<file path="src/hfc_pkg.sv">
`timescale 1ns / 1ps
// ----------------------------------------------------------------------------
// hfc_pkg
// Shared types and constants of the Hall field conditioner.
// ----------------------------------------------------------------------------
package hfc_pkg;

    localparam int SETTLE_MS       = 500;
    localparam int CAL_WINDOW_MS   = 1000;
    localparam int MAX_CAL_SAMPLES = 4096;
    localparam int CAL_INTERVAL_MS = 2;
    localparam int MIN_CAL_SAMPLES = 16;
    localparam int DIV_STEPS       = 32;

    localparam logic [19:0] LVL_MAX = 20'hFFFFF;
    localparam logic [11:0] ADC_MAX = 12'hFFF;

    typedef enum logic [1:0] {
        PH_IDLE   = 2'd0,
        PH_SETTLE = 2'd1,
        PH_SAMPLE = 2'd2,
        PH_DONE   = 2'd3
    } phase_t;

    typedef enum logic [2:0] {
        REG_SAMPLE_PERIOD  = 3'd0,
        REG_FILTER_ALPHA   = 3'd1,
        REG_DEADBAND       = 3'd2,
        REG_GAUSS_PER_CNT  = 3'd3,
        REG_TRIGGER_LEVEL  = 3'd4,
        REG_RELEASE_LEVEL  = 3'd5,
        REG_TRIGGER_HOLD   = 3'd6,
        REG_RELEASE_HOLD   = 3'd7
    } reg_index_t;

    typedef enum logic [6:0] {
        S_IDLE = 7'b0000001,
        S_UPD  = 7'b0000010,
        S_DIV  = 7'b0000100,
        S_OFF  = 7'b0001000,
        S_MUL  = 7'b0010000,
        S_OVL  = 7'b0100000,
        S_OUT  = 7'b1000000
    } ctrl_state_t;

    typedef struct packed {
        logic latch;
        logic update;
        logic div_step;
        logic div_last;
        logic offset;
        logic mult;
        logic overlay;
        logic load_out;
    } dp_cmd_t;

    typedef struct packed {
        logic div_req;
        logic out_full;
    } dp_status_t;

endpackage

</file>
<file path="src/hfc_if.sv">
`timescale 1ns / 1ps
// ----------------------------------------------------------------------------
// hfc_in_if / hfc_out_if
// Valid/ready channels for requests and results.
// ----------------------------------------------------------------------------
interface hfc_in_if;
    logic        valid;
    logic        ready;
    logic        req_type;
    logic [31:0] now_ms;
    logic [11:0] adc_sample;

    modport source (output valid, req_type, now_ms, adc_sample, input ready);
    modport sink   (input valid, req_type, now_ms, adc_sample, output ready);
endinterface

interface hfc_out_if;
    logic               valid;
    logic               ready;
    logic               sample_taken;
    logic        [19:0] filtered_value;
    logic        [19:0] zero_level;
    logic signed [20:0] offset_counts;
    logic signed [20:0] field_gauss;
    logic               overlay_on;
    logic        [1:0]  cal_phase;
    logic               cal_valid;
    logic        [11:0] noise_range;

    modport source (output valid, sample_taken, filtered_value, zero_level, offset_counts,
                    field_gauss, overlay_on, cal_phase, cal_valid, noise_range,
                    input ready);
    modport sink   (input valid, sample_taken, filtered_value, zero_level, offset_counts,
                    field_gauss, overlay_on, cal_phase, cal_valid, noise_range,
                    output ready);
endinterface

</file>
<file path="src/hall_field_conditioner_top.sv">
`timescale 1ns / 1ps
// ----------------------------------------------------------------------------
// hall_field_conditioner_top
// Hall sensor conditioning: median-3, EMA, zero calibration, overlay flag.
// ----------------------------------------------------------------------------
// channel  | dir | contents
// in_ch    | in  | req_type, now_ms, adc_sample
// out_ch   | out | sample_taken .. noise_range, one transaction per request
// cfg      | in  | cfg_we, cfg_index, cfg_data (write only)
//
// a request runs the update, offset, scale, overlay and output states; one that
// closes a calibration window also runs 32 steps of the bit-serial zero divider
// one request is in flight at a time; the next is taken once its result sits
// in the output register, which holds while out_ch.ready is low
// asynchronous active-low reset, no clearing pass
// ----------------------------------------------------------------------------
module hall_field_conditioner_top (
    input  logic        clk,
    input  logic        rst_n,
    hfc_in_if.sink      in_ch,
    hfc_out_if.source   out_ch,
    input  logic        cfg_we,
    input  logic [2:0]  cfg_index,
    input  logic [19:0] cfg_data
);
    import hfc_pkg::*;

    dp_cmd_t    cmd;
    dp_status_t status;
    logic       ready;

    assign in_ch.ready = ready;

    hfc_ctrl u_ctrl (
        .clk      (clk),
        .rst_n    (rst_n),
        .in_valid (in_ch.valid),
        .in_ready (ready),
        .status   (status),
        .cmd      (cmd)
    );

    hfc_datapath u_dp (
        .clk       (clk),
        .rst_n     (rst_n),
        .cmd       (cmd),
        .status    (status),
        .cfg_we    (cfg_we),
        .cfg_index (cfg_index),
        .cfg_data  (cfg_data),
        .in_ch     (in_ch),
        .out_ch    (out_ch)
    );

endmodule

</file>
<file path="src/hfc_ctrl.sv">
`timescale 1ns / 1ps
// ----------------------------------------------------------------------------
// hfc_ctrl
// Sequencer: update, serial divide, offset, scale, overlay, result.
// ----------------------------------------------------------------------------
module hfc_ctrl (
    input  logic                clk,
    input  logic                rst_n,
    input  logic                in_valid,
    output logic                in_ready,
    input  hfc_pkg::dp_status_t status,
    output hfc_pkg::dp_cmd_t    cmd
);
    import hfc_pkg::*;

    ctrl_state_t state_reg, state_next;
    logic [4:0]  cnt_reg, cnt_next;
    logic        accept;

    assign in_ready = (state_reg == S_IDLE);
    assign accept   = in_valid && in_ready;

    always_comb
    begin
        state_next = state_reg;
        cnt_next   = cnt_reg;
        cmd        = '0;
        cmd.latch  = accept;
        case (state_reg)
            S_IDLE:
            begin
                if (accept)
                    state_next = S_UPD;
            end
            S_UPD:
            begin
                cmd.update = 1'b1;
                cnt_next   = '0;
                state_next = status.div_req ? S_DIV : S_OFF;
            end
            S_DIV:
            begin
                cmd.div_step = 1'b1;
                cnt_next     = cnt_reg + 5'd1;
                if (cnt_reg == 5'(DIV_STEPS - 1))
                begin
                    cmd.div_last = 1'b1;
                    state_next   = S_OFF;
                end
            end
            S_OFF:
            begin
                cmd.offset = 1'b1;
                state_next = S_MUL;
            end
            S_MUL:
            begin
                cmd.mult   = 1'b1;
                state_next = S_OVL;
            end
            S_OVL:
            begin
                cmd.overlay = 1'b1;
                state_next  = S_OUT;
            end
            S_OUT:
            begin
                if (!status.out_full)
                begin
                    cmd.load_out = 1'b1;
                    state_next   = S_IDLE;
                end
            end
            default: state_next = S_IDLE;
        endcase
    end

    always_ff @(posedge clk or negedge rst_n)
    begin
        if (!rst_n)
        begin
            state_reg <= S_IDLE;
            cnt_reg   <= '0;
        end
        else
        begin
            state_reg <= state_next;
            cnt_reg   <= cnt_next;
        end
    end

    a_accept_update: assert property (@(posedge clk) disable iff (!rst_n)
        accept |=> (state_reg == S_UPD))
        else $error("accepted transaction not followed by update");
    a_div_last_only_div: assert property (@(posedge clk) disable iff (!rst_n)
        cmd.div_last |-> (state_reg == S_DIV) && (cnt_reg == 5'(DIV_STEPS - 1)))
        else $error("divider finished outside divide state");
    a_load_not_full: assert property (@(posedge clk) disable iff (!rst_n)
        cmd.load_out |-> !status.out_full && (state_reg == S_OUT))
        else $error("result loaded into full output register");

endmodule

</file>
<file path="src/hfc_datapath.sv">
`timescale 1ns / 1ps
// ----------------------------------------------------------------------------
// hfc_datapath
// Filter, calibration, serial divider, field scaling and overlay logic.
// ----------------------------------------------------------------------------
module hfc_datapath (
    input  logic                clk,
    input  logic                rst_n,
    input  hfc_pkg::dp_cmd_t    cmd,
    output hfc_pkg::dp_status_t status,
    input  logic                cfg_we,
    input  logic [2:0]          cfg_index,
    input  logic [19:0]         cfg_data,
    hfc_in_if.sink              in_ch,
    hfc_out_if.source           out_ch
);
    import hfc_pkg::*;

    // configuration
    logic [15:0] period_reg;
    logic [8:0]  alpha_reg;
    logic [11:0] deadband_reg;
    logic [15:0] gauss_reg;
    logic [19:0] trig_lvl_reg, rel_lvl_reg;
    logic [15:0] trig_hold_reg, rel_hold_reg;

    always_ff @(posedge clk or negedge rst_n)
    begin
        if (!rst_n)
        begin
            period_reg    <= 16'd20;
            alpha_reg     <= 9'd64;
            deadband_reg  <= 12'd4;
            gauss_reg     <= 16'd4096;
            trig_lvl_reg  <= 20'd160;
            rel_lvl_reg   <= 20'd80;
            trig_hold_reg <= 16'd200;
            rel_hold_reg  <= 16'd500;
        end
        else if (cfg_we)
        begin
            case (reg_index_t'(cfg_index))
                REG_SAMPLE_PERIOD: period_reg    <= cfg_data[15:0];
                REG_FILTER_ALPHA:  alpha_reg     <= cfg_data[8:0];
                REG_DEADBAND:      deadband_reg  <= cfg_data[11:0];
                REG_GAUSS_PER_CNT: gauss_reg     <= cfg_data[15:0];
                REG_TRIGGER_LEVEL: trig_lvl_reg  <= cfg_data;
                REG_RELEASE_LEVEL: rel_lvl_reg   <= cfg_data;
                REG_TRIGGER_HOLD:  trig_hold_reg <= cfg_data[15:0];
                REG_RELEASE_HOLD:  rel_hold_reg  <= cfg_data[15:0];
                default: ;
            endcase
        end
    end

    // latched transaction
    logic        req_reg;
    logic [31:0] now_reg;
    logic [11:0] smp_reg;

    always_ff @(posedge clk)
    begin
        if (cmd.latch)
        begin
            req_reg <= in_ch.req_type;
            now_reg <= in_ch.now_ms;
            smp_reg <= in_ch.adc_sample;
        end
    end

    // block state
    logic [31:0] last_reg, pst_reg, tst_reg, rst_reg;
    logic [11:0] med_reg [3];
    logic [1:0]  slot_reg;
    logic [19:0] level_reg;
    logic        seeded_reg;
    phase_t      phase_reg;
    logic [23:0] acc_reg;
    logic [12:0] cnt_reg;
    logic [11:0] low_reg, high_reg;
    logic [19:0] zero_reg;
    logic        zv_reg, ovl_reg, trun_reg, rrun_reg;
    logic        taken_reg, ovl_pend_reg, early_reg;
    logic [31:0] num_reg;
    logic [12:0] den_reg;
    logic [13:0] rem_reg;

    // tick decode
    logic        busy, early, win_end;
    logic [31:0] need, elapsed, ph_elapsed;
    logic [11:0] new_med [3];
    logic [11:0] a0, b0, b1, c1, med;
    logic [8:0]  alpha_eff;
    logic signed [20:0] ema_d;
    logic signed [30:0] ema_p;
    logic signed [22:0] ema_q;
    logic signed [23:0] ema_nl;
    logic [19:0] ema_lvl;
    logic        cnt_ok;
    logic [23:0] acc_new;
    logic [12:0] cnt_new, n_m2;
    logic [11:0] low_new, high_new;
    logic [23:0] sum_trim;

    always_comb
    begin
        busy       = (phase_reg == PH_SETTLE) || (phase_reg == PH_SAMPLE);
        need       = busy ? 32'(CAL_INTERVAL_MS) : {16'd0, period_reg};
        elapsed    = now_reg - last_reg;
        early      = elapsed < need;
        ph_elapsed = now_reg - pst_reg;

        new_med = med_reg;
        new_med[slot_reg] = smp_reg;
        // three compare-exchange steps
        a0  = (new_med[0] > new_med[1]) ? new_med[1] : new_med[0];
        b0  = (new_med[0] > new_med[1]) ? new_med[0] : new_med[1];
        b1  = (b0 > new_med[2]) ? new_med[2] : b0;
        c1  = (b0 > new_med[2]) ? b0 : new_med[2];
        med = (a0 > b1) ? a0 : b1;
        if (c1 < med)
            med = c1;

        alpha_eff = (alpha_reg > 9'd256) ? 9'd256 : alpha_reg;
        ema_d  = $signed({1'b0, med, 8'd0}) - $signed({1'b0, level_reg});
        ema_p  = ema_d * $signed({1'b0, alpha_eff});
        ema_q  = 23'((ema_p + 31'sd128) >>> 8);
        ema_nl = $signed({4'd0, level_reg}) + 24'(ema_q);
        if (ema_nl < 0)
            ema_lvl = '0;
        else if (ema_nl > $signed({4'd0, LVL_MAX}))
            ema_lvl = LVL_MAX;
        else
            ema_lvl = ema_nl[19:0];

        cnt_ok   = cnt_reg < 13'(MAX_CAL_SAMPLES);
        acc_new  = cnt_ok ? acc_reg + {12'd0, smp_reg} : acc_reg;
        cnt_new  = cnt_ok ? cnt_reg + 13'd1 : cnt_reg;
        low_new  = (cnt_ok && smp_reg < low_reg) ? smp_reg : low_reg;
        high_new = (cnt_ok && smp_reg > high_reg) ? smp_reg : high_reg;
        win_end  = (ph_elapsed >= 32'(CAL_WINDOW_MS))
                   && (cnt_new >= 13'(MIN_CAL_SAMPLES));
        sum_trim = acc_new - {12'd0, low_new} - {12'd0, high_new};
        n_m2     = cnt_new - 13'd2;
    end

    assign status.div_req = !req_reg && !early && (phase_reg == PH_SAMPLE) && win_end;

    // divider step
    logic [13:0] rem_sh;
    logic        q_bit;
    logic [31:0] quot;
    assign rem_sh = {rem_reg[12:0], num_reg[31]};
    assign q_bit  = rem_sh >= {1'b0, den_reg};
    assign quot   = {num_reg[30:0], q_bit};

    // offset and field
    logic signed [20:0] diff;
    logic [19:0] mag;
    logic        off_zero;
    logic signed [20:0] off_reg;
    logic [19:0] mag_reg;
    logic        neg_reg;
    logic [36:0] prod;
    logic [20:0] g_raw;
    logic [19:0] g_sat;
    logic [19:0] absg_reg;
    logic signed [20:0] fld_reg;

    assign diff     = $signed({1'b0, level_reg}) - $signed({1'b0, zero_reg});
    assign mag      = diff[20] ? 20'(-diff) : diff[19:0];
    assign off_zero = mag <= {deadband_reg, 8'd0};
    assign prod     = {17'd0, mag_reg} * {21'd0, gauss_reg} + 37'd32768;
    assign g_raw    = prod[36:16];
    assign g_sat    = (g_raw > {1'b0, LVL_MAX}) ? LVL_MAX : g_raw[19:0];

    logic ovl_run;
    assign ovl_run = ovl_pend_reg && (early_reg || (zv_reg && phase_reg == PH_DONE));

    always_ff @(posedge clk or negedge rst_n)
    begin
        if (!rst_n)
        begin
            last_reg     <= '0;
            pst_reg      <= '0;
            tst_reg      <= '0;
            rst_reg      <= '0;
            med_reg[0]   <= '0;
            med_reg[1]   <= '0;
            med_reg[2]   <= '0;
            slot_reg     <= '0;
            level_reg    <= '0;
            seeded_reg   <= 1'b0;
            phase_reg    <= PH_IDLE;
            acc_reg      <= '0;
            cnt_reg      <= '0;
            low_reg      <= ADC_MAX;
            high_reg     <= '0;
            zero_reg     <= '0;
            zv_reg       <= 1'b0;
            ovl_reg      <= 1'b0;
            trun_reg     <= 1'b0;
            rrun_reg     <= 1'b0;
            taken_reg    <= 1'b0;
            ovl_pend_reg <= 1'b0;
            early_reg    <= 1'b0;
        end
        else
        begin
            if (cmd.update)
            begin
                if (req_reg)
                begin
                    phase_reg    <= PH_SETTLE;
                    pst_reg      <= now_reg;
                    acc_reg      <= '0;
                    cnt_reg      <= '0;
                    low_reg      <= ADC_MAX;
                    high_reg     <= '0;
                    zv_reg       <= 1'b0;
                    ovl_reg      <= 1'b0;
                    trun_reg     <= 1'b0;
                    rrun_reg     <= 1'b0;
                    taken_reg    <= 1'b0;
                    ovl_pend_reg <= 1'b0;
                    early_reg    <= 1'b0;
                end
                else if (early)
                begin
                    taken_reg    <= 1'b0;
                    early_reg    <= 1'b1;
                    ovl_pend_reg <= !busy && zv_reg;
                end
                else
                begin
                    taken_reg    <= 1'b1;
                    early_reg    <= 1'b0;
                    ovl_pend_reg <= 1'b1;
                    last_reg     <= now_reg;
                    if (!seeded_reg)
                    begin
                        // first sample fills the window and seeds the filter
                        med_reg[0] <= smp_reg;
                        med_reg[1] <= smp_reg;
                        med_reg[2] <= smp_reg;
                        slot_reg   <= 2'd1;
                        level_reg  <= {smp_reg, 8'd0};
                        seeded_reg <= 1'b1;
                    end
                    else
                    begin
                        med_reg   <= new_med;
                        slot_reg  <= (slot_reg == 2'd2) ? 2'd0 : slot_reg + 2'd1;
                        level_reg <= ema_lvl;
                    end
                    if (phase_reg == PH_SETTLE)
                    begin
                        if (ph_elapsed >= 32'(SETTLE_MS))
                        begin
                            phase_reg <= PH_SAMPLE;
                            pst_reg   <= now_reg;
                            acc_reg   <= '0;
                            cnt_reg   <= '0;
                            low_reg   <= ADC_MAX;
                            high_reg  <= '0;
                        end
                    end
                    else if (phase_reg == PH_SAMPLE)
                    begin
                        acc_reg  <= acc_new;
                        cnt_reg  <= cnt_new;
                        low_reg  <= low_new;
                        high_reg <= high_new;
                    end
                end
            end

            if (cmd.div_last)
            begin
                zero_reg  <= (quot > {12'd0, LVL_MAX}) ? LVL_MAX : quot[19:0];
                level_reg <= (quot > {12'd0, LVL_MAX}) ? LVL_MAX : quot[19:0];
                zv_reg    <= 1'b1;
                phase_reg <= PH_DONE;
            end

            if (cmd.overlay && ovl_run)
            begin
                if (!zv_reg)
                    ovl_reg <= 1'b0;
                else if (!ovl_reg)
                begin
                    if (absg_reg >= trig_lvl_reg)
                    begin
                        if (!trun_reg)
                        begin
                            trun_reg <= 1'b1;
                            tst_reg  <= now_reg;
                        end
                        else if ((now_reg - tst_reg) >= {16'd0, trig_hold_reg})
                        begin
                            ovl_reg  <= 1'b1;
                            trun_reg <= 1'b0;
                            rrun_reg <= 1'b0;
                        end
                    end
                    else
                        trun_reg <= 1'b0;
                end
                else
                begin
                    if (absg_reg < rel_lvl_reg)
                    begin
                        if (!rrun_reg)
                        begin
                            rrun_reg <= 1'b1;
                            rst_reg  <= now_reg;
                        end
                        else if ((now_reg - rst_reg) >= {16'd0, rel_hold_reg})
                        begin
                            ovl_reg  <= 1'b0;
                            rrun_reg <= 1'b0;
                            trun_reg <= 1'b0;
                        end
                    end
                    else
                        rrun_reg <= 1'b0;
                end
            end
        end
    end

    // divider, offset and scaling registers
    always_ff @(posedge clk)
    begin
        if (cmd.update)
        begin
            // (sum * 256 + n / 2) / n
            num_reg <= {sum_trim, 8'd0} + {20'd0, n_m2[12:1]};
            den_reg <= n_m2;
            rem_reg <= '0;
        end
        else if (cmd.div_step)
        begin
            num_reg <= quot;
            rem_reg <= q_bit ? rem_sh - {1'b0, den_reg} : rem_sh;
        end
        if (cmd.offset)
        begin
            off_reg <= off_zero ? '0 : diff;
            mag_reg <= off_zero ? '0 : mag;
            neg_reg <= diff[20] && !off_zero;
        end
        if (cmd.mult)
        begin
            absg_reg <= g_sat;
            fld_reg  <= neg_reg ? -$signed({1'b0, g_sat}) : $signed({1'b0, g_sat});
        end
    end

    // output register
    logic out_valid_reg;
    assign status.out_full = out_valid_reg && !out_ch.ready;
    assign out_ch.valid    = out_valid_reg;

    always_ff @(posedge clk or negedge rst_n)
    begin
        if (!rst_n)
            out_valid_reg <= 1'b0;
        else if (cmd.load_out)
            out_valid_reg <= 1'b1;
        else if (out_ch.ready)
            out_valid_reg <= 1'b0;
    end

    always_ff @(posedge clk)
    begin
        if (cmd.load_out)
        begin
            out_ch.sample_taken   <= taken_reg;
            out_ch.filtered_value <= level_reg;
            out_ch.zero_level     <= zero_reg;
            out_ch.offset_counts  <= off_reg;
            out_ch.field_gauss    <= fld_reg;
            out_ch.overlay_on     <= ovl_reg;
            out_ch.cal_phase      <= phase_reg;
            out_ch.cal_valid      <= zv_reg;
            out_ch.noise_range    <= (high_reg >= low_reg) ? high_reg - low_reg : '0;
        end
    end

endmodule

</file>
<file path="src/flat_wrapper.sv">
// flat-port wrapper written by rule: the top's interface ports become plain ports
module hall_field_conditioner_top_flat import hfc_pkg::*;
  (clk, rst_n, cfg_we, cfg_index, cfg_data, in_ch_valid, in_ch_req_type, in_ch_now_ms, in_ch_adc_sample, in_ch_ready, out_ch_valid, out_ch_sample_taken, out_ch_filtered_value, out_ch_zero_level, out_ch_offset_counts, out_ch_field_gauss, out_ch_overlay_on, out_ch_cal_phase, out_ch_cal_valid, out_ch_noise_range, out_ch_ready);
  hfc_in_if in_ch_i ();
  hfc_out_if out_ch_i ();
  input  logic clk;
  input  logic rst_n;
  input  logic cfg_we;
  input  logic [2:0] cfg_index;
  input  logic [19:0] cfg_data;
  input wire logic [$bits(in_ch_i.valid)-1:0] in_ch_valid;
  input wire logic [$bits(in_ch_i.req_type)-1:0] in_ch_req_type;
  input wire logic [$bits(in_ch_i.now_ms)-1:0] in_ch_now_ms;
  input wire logic [$bits(in_ch_i.adc_sample)-1:0] in_ch_adc_sample;
  output wire logic [$bits(in_ch_i.ready)-1:0] in_ch_ready;
  output wire logic [$bits(out_ch_i.valid)-1:0] out_ch_valid;
  output wire logic [$bits(out_ch_i.sample_taken)-1:0] out_ch_sample_taken;
  output wire logic [$bits(out_ch_i.filtered_value)-1:0] out_ch_filtered_value;
  output wire logic [$bits(out_ch_i.zero_level)-1:0] out_ch_zero_level;
  output wire logic [$bits(out_ch_i.offset_counts)-1:0] out_ch_offset_counts;
  output wire logic [$bits(out_ch_i.field_gauss)-1:0] out_ch_field_gauss;
  output wire logic [$bits(out_ch_i.overlay_on)-1:0] out_ch_overlay_on;
  output wire logic [$bits(out_ch_i.cal_phase)-1:0] out_ch_cal_phase;
  output wire logic [$bits(out_ch_i.cal_valid)-1:0] out_ch_cal_valid;
  output wire logic [$bits(out_ch_i.noise_range)-1:0] out_ch_noise_range;
  input wire logic [$bits(out_ch_i.ready)-1:0] out_ch_ready;
  assign in_ch_i.valid = in_ch_valid;
  assign in_ch_i.req_type = in_ch_req_type;
  assign in_ch_i.now_ms = in_ch_now_ms;
  assign in_ch_i.adc_sample = in_ch_adc_sample;
  assign in_ch_ready = in_ch_i.ready;
  assign out_ch_valid = out_ch_i.valid;
  assign out_ch_sample_taken = out_ch_i.sample_taken;
  assign out_ch_filtered_value = out_ch_i.filtered_value;
  assign out_ch_zero_level = out_ch_i.zero_level;
  assign out_ch_offset_counts = out_ch_i.offset_counts;
  assign out_ch_field_gauss = out_ch_i.field_gauss;
  assign out_ch_overlay_on = out_ch_i.overlay_on;
  assign out_ch_cal_phase = out_ch_i.cal_phase;
  assign out_ch_cal_valid = out_ch_i.cal_valid;
  assign out_ch_noise_range = out_ch_i.noise_range;
  assign out_ch_i.ready = out_ch_ready;
  hall_field_conditioner_top u_core (.clk(clk), .rst_n(rst_n), .in_ch(in_ch_i), .out_ch(out_ch_i), .cfg_we(cfg_we), .cfg_index(cfg_index), .cfg_data(cfg_data));
endmodule
</file>
<file path="config.mk">
export PLATFORM = sky130hd
export DESIGN_NAME = hall_field_conditioner_top_flat
export DESIGN_NICKNAME = d
export VERILOG_FILES = /design/src/hfc_pkg.sv /design/src/hfc_if.sv /design/src/hall_field_conditioner_top.sv /design/src/hfc_ctrl.sv /design/src/hfc_datapath.sv /design/src/flat_wrapper.sv
export SDC_FILE = /design/constraint.sdc
export NUM_CORES = 2
export LEC_CHECK = 0
export BUFFER_PORTS_ARGS = -buffer_cell sky130_fd_sc_hd__buf_4
export CAP_MARGIN = 25
export CORE_MARGIN = 2
export CORE_UTILIZATION = 64
export CTS_CLUSTER_SIZE = 24
export DETAILED_ROUTE_END_ITERATION = 10
export PLACE_DENSITY_LB_ADDON = 0.08
export SYNTH_ARGS = -nofsm -noshare
export SYNTH_HDL_FRONTEND = slang
export SYNTH_SLANG_ARGS = --single-unit
</file>
<file path="constraint.sdc">
create_clock -name clk -period 43.5 [get_ports clk]
set_input_delay 8.7 -clock clk [delete_from_list [all_inputs] [get_ports clk]]
set_output_delay 8.7 -clock clk [all_outputs]
set_load 0.02 [all_outputs]
</file>
==> PnR_summary.wiki <==
{| class="wikitable"
! Metric !! Value
|-
| Die H || about 320 microns
|-
| Post-DR wirelength/cell || roughly 21 microns
|-
| Max-cap viol count || 0
|-
| Top post-synthesis cells by count || sky130_fd_sc_hd__inv_1 (874), sky130_fd_sc_hd__nand2_1 (758), sky130_fd_sc_hd__ha_1 (619)
|-
| Final global-route overflow total || 0
|-
| Endpoint kind of the worst setup timing path || register
|-
| Most instantiated flip-flop cell in the synthesis netlist || sky130_fd_sc_hd__dfrtp_1
|-
| Count of warnings emitted by yosys || 0
|-
| Worst slew margin relative to its limit || 0.2980
|-
| Fin crit period || around 22 ns
|-
| Clock insertion delay at the later pin of the skew report || ~0.66 ns
|-
| Netlist area before placement || between 0.06 and 0.07 sq mm
|-
| Critical Path AT || about 22 ns
|-
| Vias in the first global route || 49240
|-
| Die boundary width || about 320 microns
|-
| Number of rows created at floorplan || approximately 120
|-
| Kind of critical path || register to register
|-
| Layout cells sized above 1 || 0.09050
|-
| Initial antenna violation count || 5
|-
| Hold bufs inserted after CTS || 0
|-
| Vias per cell || 6.076
|-
| Placed wire-length estimate || 130200 microns
|-
| IO Count || approximately 170
|-
| Setup skew after layout || between 0.02 and 0.025 ns
|-
| Unrepaired setup endpoints after global routing || false
|-
| Maximum number of pins on one net before global-route repair || around 110
|-
| Final instance area || 0.06917 sq mm
|-
| Clk Tree Root Cell || sky130_fd_sc_hd__clkbuf_16
|-
| Critical path data required time || between 40 and 50 ns
|-
| Library cells used by synthesis || 111
|-
| Post-synthesis sequential area ratio || 0.2940
|-
| Highest attainable clock frequency || roughly 46 MHz
|-
| Clock-pin slew reported for the worst setup and hold paths after clock tree synthesis || ~0.060 ns
|-
| Actual transition at the worst max-transition pin || about 1.0 ns
|-
| Number of cells upsized or downsized after cts || 0
|-
| Signed area change from the synthesized netlist to the final layout || 8.210%
|-
| Count of mapped cells out of synthesis || about 6900
|-
| Largest cells by area after synthesis || sky130_fd_sc_hd__dfrtp_1 (15%), sky130_fd_sc_hd__fa_1 (13%), sky130_fd_sc_hd__edfxtp_1 (13%)
|-
| CTS H-tree depth || 3
|-
| Buffers added on ports || about 170
|-
| Total length of routed wires || between 150000 and 200000 microns
|-
| Gpl congestion || 0.9575
|-
| DIE AREA || roughly 0.1 sq mm
|-
| Remaining antenna violation count || 0
|-
| Initial Util || 0.6475
|-
| Final Hold Violating Endpoints || 0
|-
| Share of synthesized flip-flops with an asynchronous set or reset || 0.5946
|-
| Path category of the worst min-delay check || register to register
|-
| Number of buffers inserted during clock tree synthesis || 80
|-
| Area share of the largest cell type after synthesis || 0.1503
|-
| Biggest fanout along the worst timing path || between 40 and 50
|-
| Max reg flops || 36
|-
| Instance area at placement || 0.06635 sq mm
|-
| Launching element type of the critical path || register
|-
| TritonCTS clock tree || done
|-
| Final max-slew violation count || 0
|-
| Total setup buffers inserted after CTS || 0
|-
| Most used cell, CP || sky130_fd_sc_hd__a21o_1
|-
| Max stage delay on crit path || 0.73 ns
|-
| Antenna Cells || 0
|-
| Global-route wire length before repair || around 270000 microns
|-
| Combined global-route utilization of all metal layers || 0.3368
|-
| Iteration count of the initial detailed-routing pass || 6
|-
| R2r setup slk || between 20 and 25 ns
|-
| Post-detailed-route DRC marker count || 0
|-
| Final Util || 0.7007
|-
| Slowest cell on the critical path || sky130_fd_sc_hd__a2111oi_0
|-
| Largest area contributor in the synthesized netlist || sky130_fd_sc_hd__dfrtp_1
|-
| Syn Nets || roughly 8000
|-
| Vias after detailed routing || slightly above 50000
|-
| Number of setup violations in the final report || 0
|-
| Total of flip-flops plus latches after synthesis || around 700
|-
| CTS Sinks || roughly 700
|-
| Layout net count || roughly 8100
|-
| Placeable Area || roughly 0.099 sq mm
|-
| Bufs on Longest Clock Path || 3
|-
| Most frequent cell after synthesis || sky130_fd_sc_hd__inv_1
|-
| Initial DRC Count || between 4000 and 5000
|-
| Result of the run || finished clean
|-
| Fraction of the cycle the final worst path needs || 0.4952
|-
| Total negative setup slack || 0 ns
|-
| Post-Synthesis Mean Instance Area || a little over 9 sq um
|-
| EDFF count, synth || 270
|}
==> metrics by stage <==
stage               std cells  hold slack [ns]  worst slack [ns]
floorplan                6899           0.4003             23.77
global placement         8158           0.4021             22.72
detailed placement       8158           0.4052             22.31
CTS                      8308           0.4098             22.20
global route             8315           0.4216             20.32
finish                   8315           0.4150             21.96
==> cell families (layout without fill, tap and decap cells) <==
kind of cell	count (synthesis)	after routing	synth area share
flip-flops	698	698	0.2940
AND/OR/NAND/NOR	1982	1982	0.1475
AO/OA/AOI/OAI	1467	1467	0.1487
adder cells (fa/ha/maj)	1048	1048	0.2555
XOR/XNOR	296	296	0.04068
multiplexers	271	271	0.04606
buffers and inverters	1137	1266	0.06757
==> final cells by class <==
cell class | instances | area [sq um]
clock buffers | 106 | 2275
fillers | 7748 | 29540
well taps | 1287 | 1610
clock inverters | 44 | 434.2
multi-input cells | 5064 | 40910
repair buffers | 240 | 1861
inverters | 876 | 3288
flip-flops and latches | 698 | 18790
==> worst paths after layout <==
check	start	end	depth (start not counted)
max in group asynchronous	rst_n	u_core.u_dp.level_reg[16]	3
setup reg to reg	u_core.u_dp.slot_reg[1]	u_core.u_dp.level_reg[18]	87
hold reg to reg	u_core.u_dp.off_reg[18]	u_core.u_dp.out_ch.offset_counts[18]	0
hold / removal	u_core.u_dp.off_reg[18]	u_core.u_dp.out_ch.offset_counts[18]	0
setup / recovery	u_core.u_dp.slot_reg[1]	u_core.u_dp.level_reg[18]	87
min in group asynchronous	rst_n	u_core.u_dp.tst_reg[29]	1
==> metal layers <==
| layer | wire length, microns | vias up | global-route usage |
|---|---|---|---|
| li1 | - | 23740 | - |
| met1 | 76110 | 24790 | 0.4808 |
| met2 | 78160 | 1683 | 0.5273 |
| met3 | 13090 | 309 | 0.05693 |
| met4 | 5115 | 2 | 0.1031 |
| met5 | 13 | - | 0 |
==> worst max-delay path, delay by kind of cell, from the launching register on <==
| family | cells | cell delay (ns) |
|---|---|---|
| simple gates | 20 | 3.80 |
| compound gates | 45 | 9.99 |
| flops | 1 | 0.40 |
| fa+ha+maj | 12 | 4.71 |
| mux | 2 | 0.74 |
| buf+inv | 6 | 1.19 |
| xor+xnor | 2 | 0.48 |
==> layout by cell type (no fill, tap or decap), types with 233 or more instances in the layout <==
cell type                  count
sky130_fd_sc_hd__fa_1        429
sky130_fd_sc_hd__dfrtp_1     384
sky130_fd_sc_hd__o21ai_0     393
sky130_fd_sc_hd__edfxtp_1    270
sky130_fd_sc_hd__nor2_1      417
sky130_fd_sc_hd__a21oi_1     326
sky130_fd_sc_hd__nand2_1     758
sky130_fd_sc_hd__inv_1       874
sky130_fd_sc_hd__buf_4       233
sky130_fd_sc_hd__ha_1        619
Power is not shown: default switching activity piles up to over one toggle a cycle in this logic, so the estimate is an artifact.
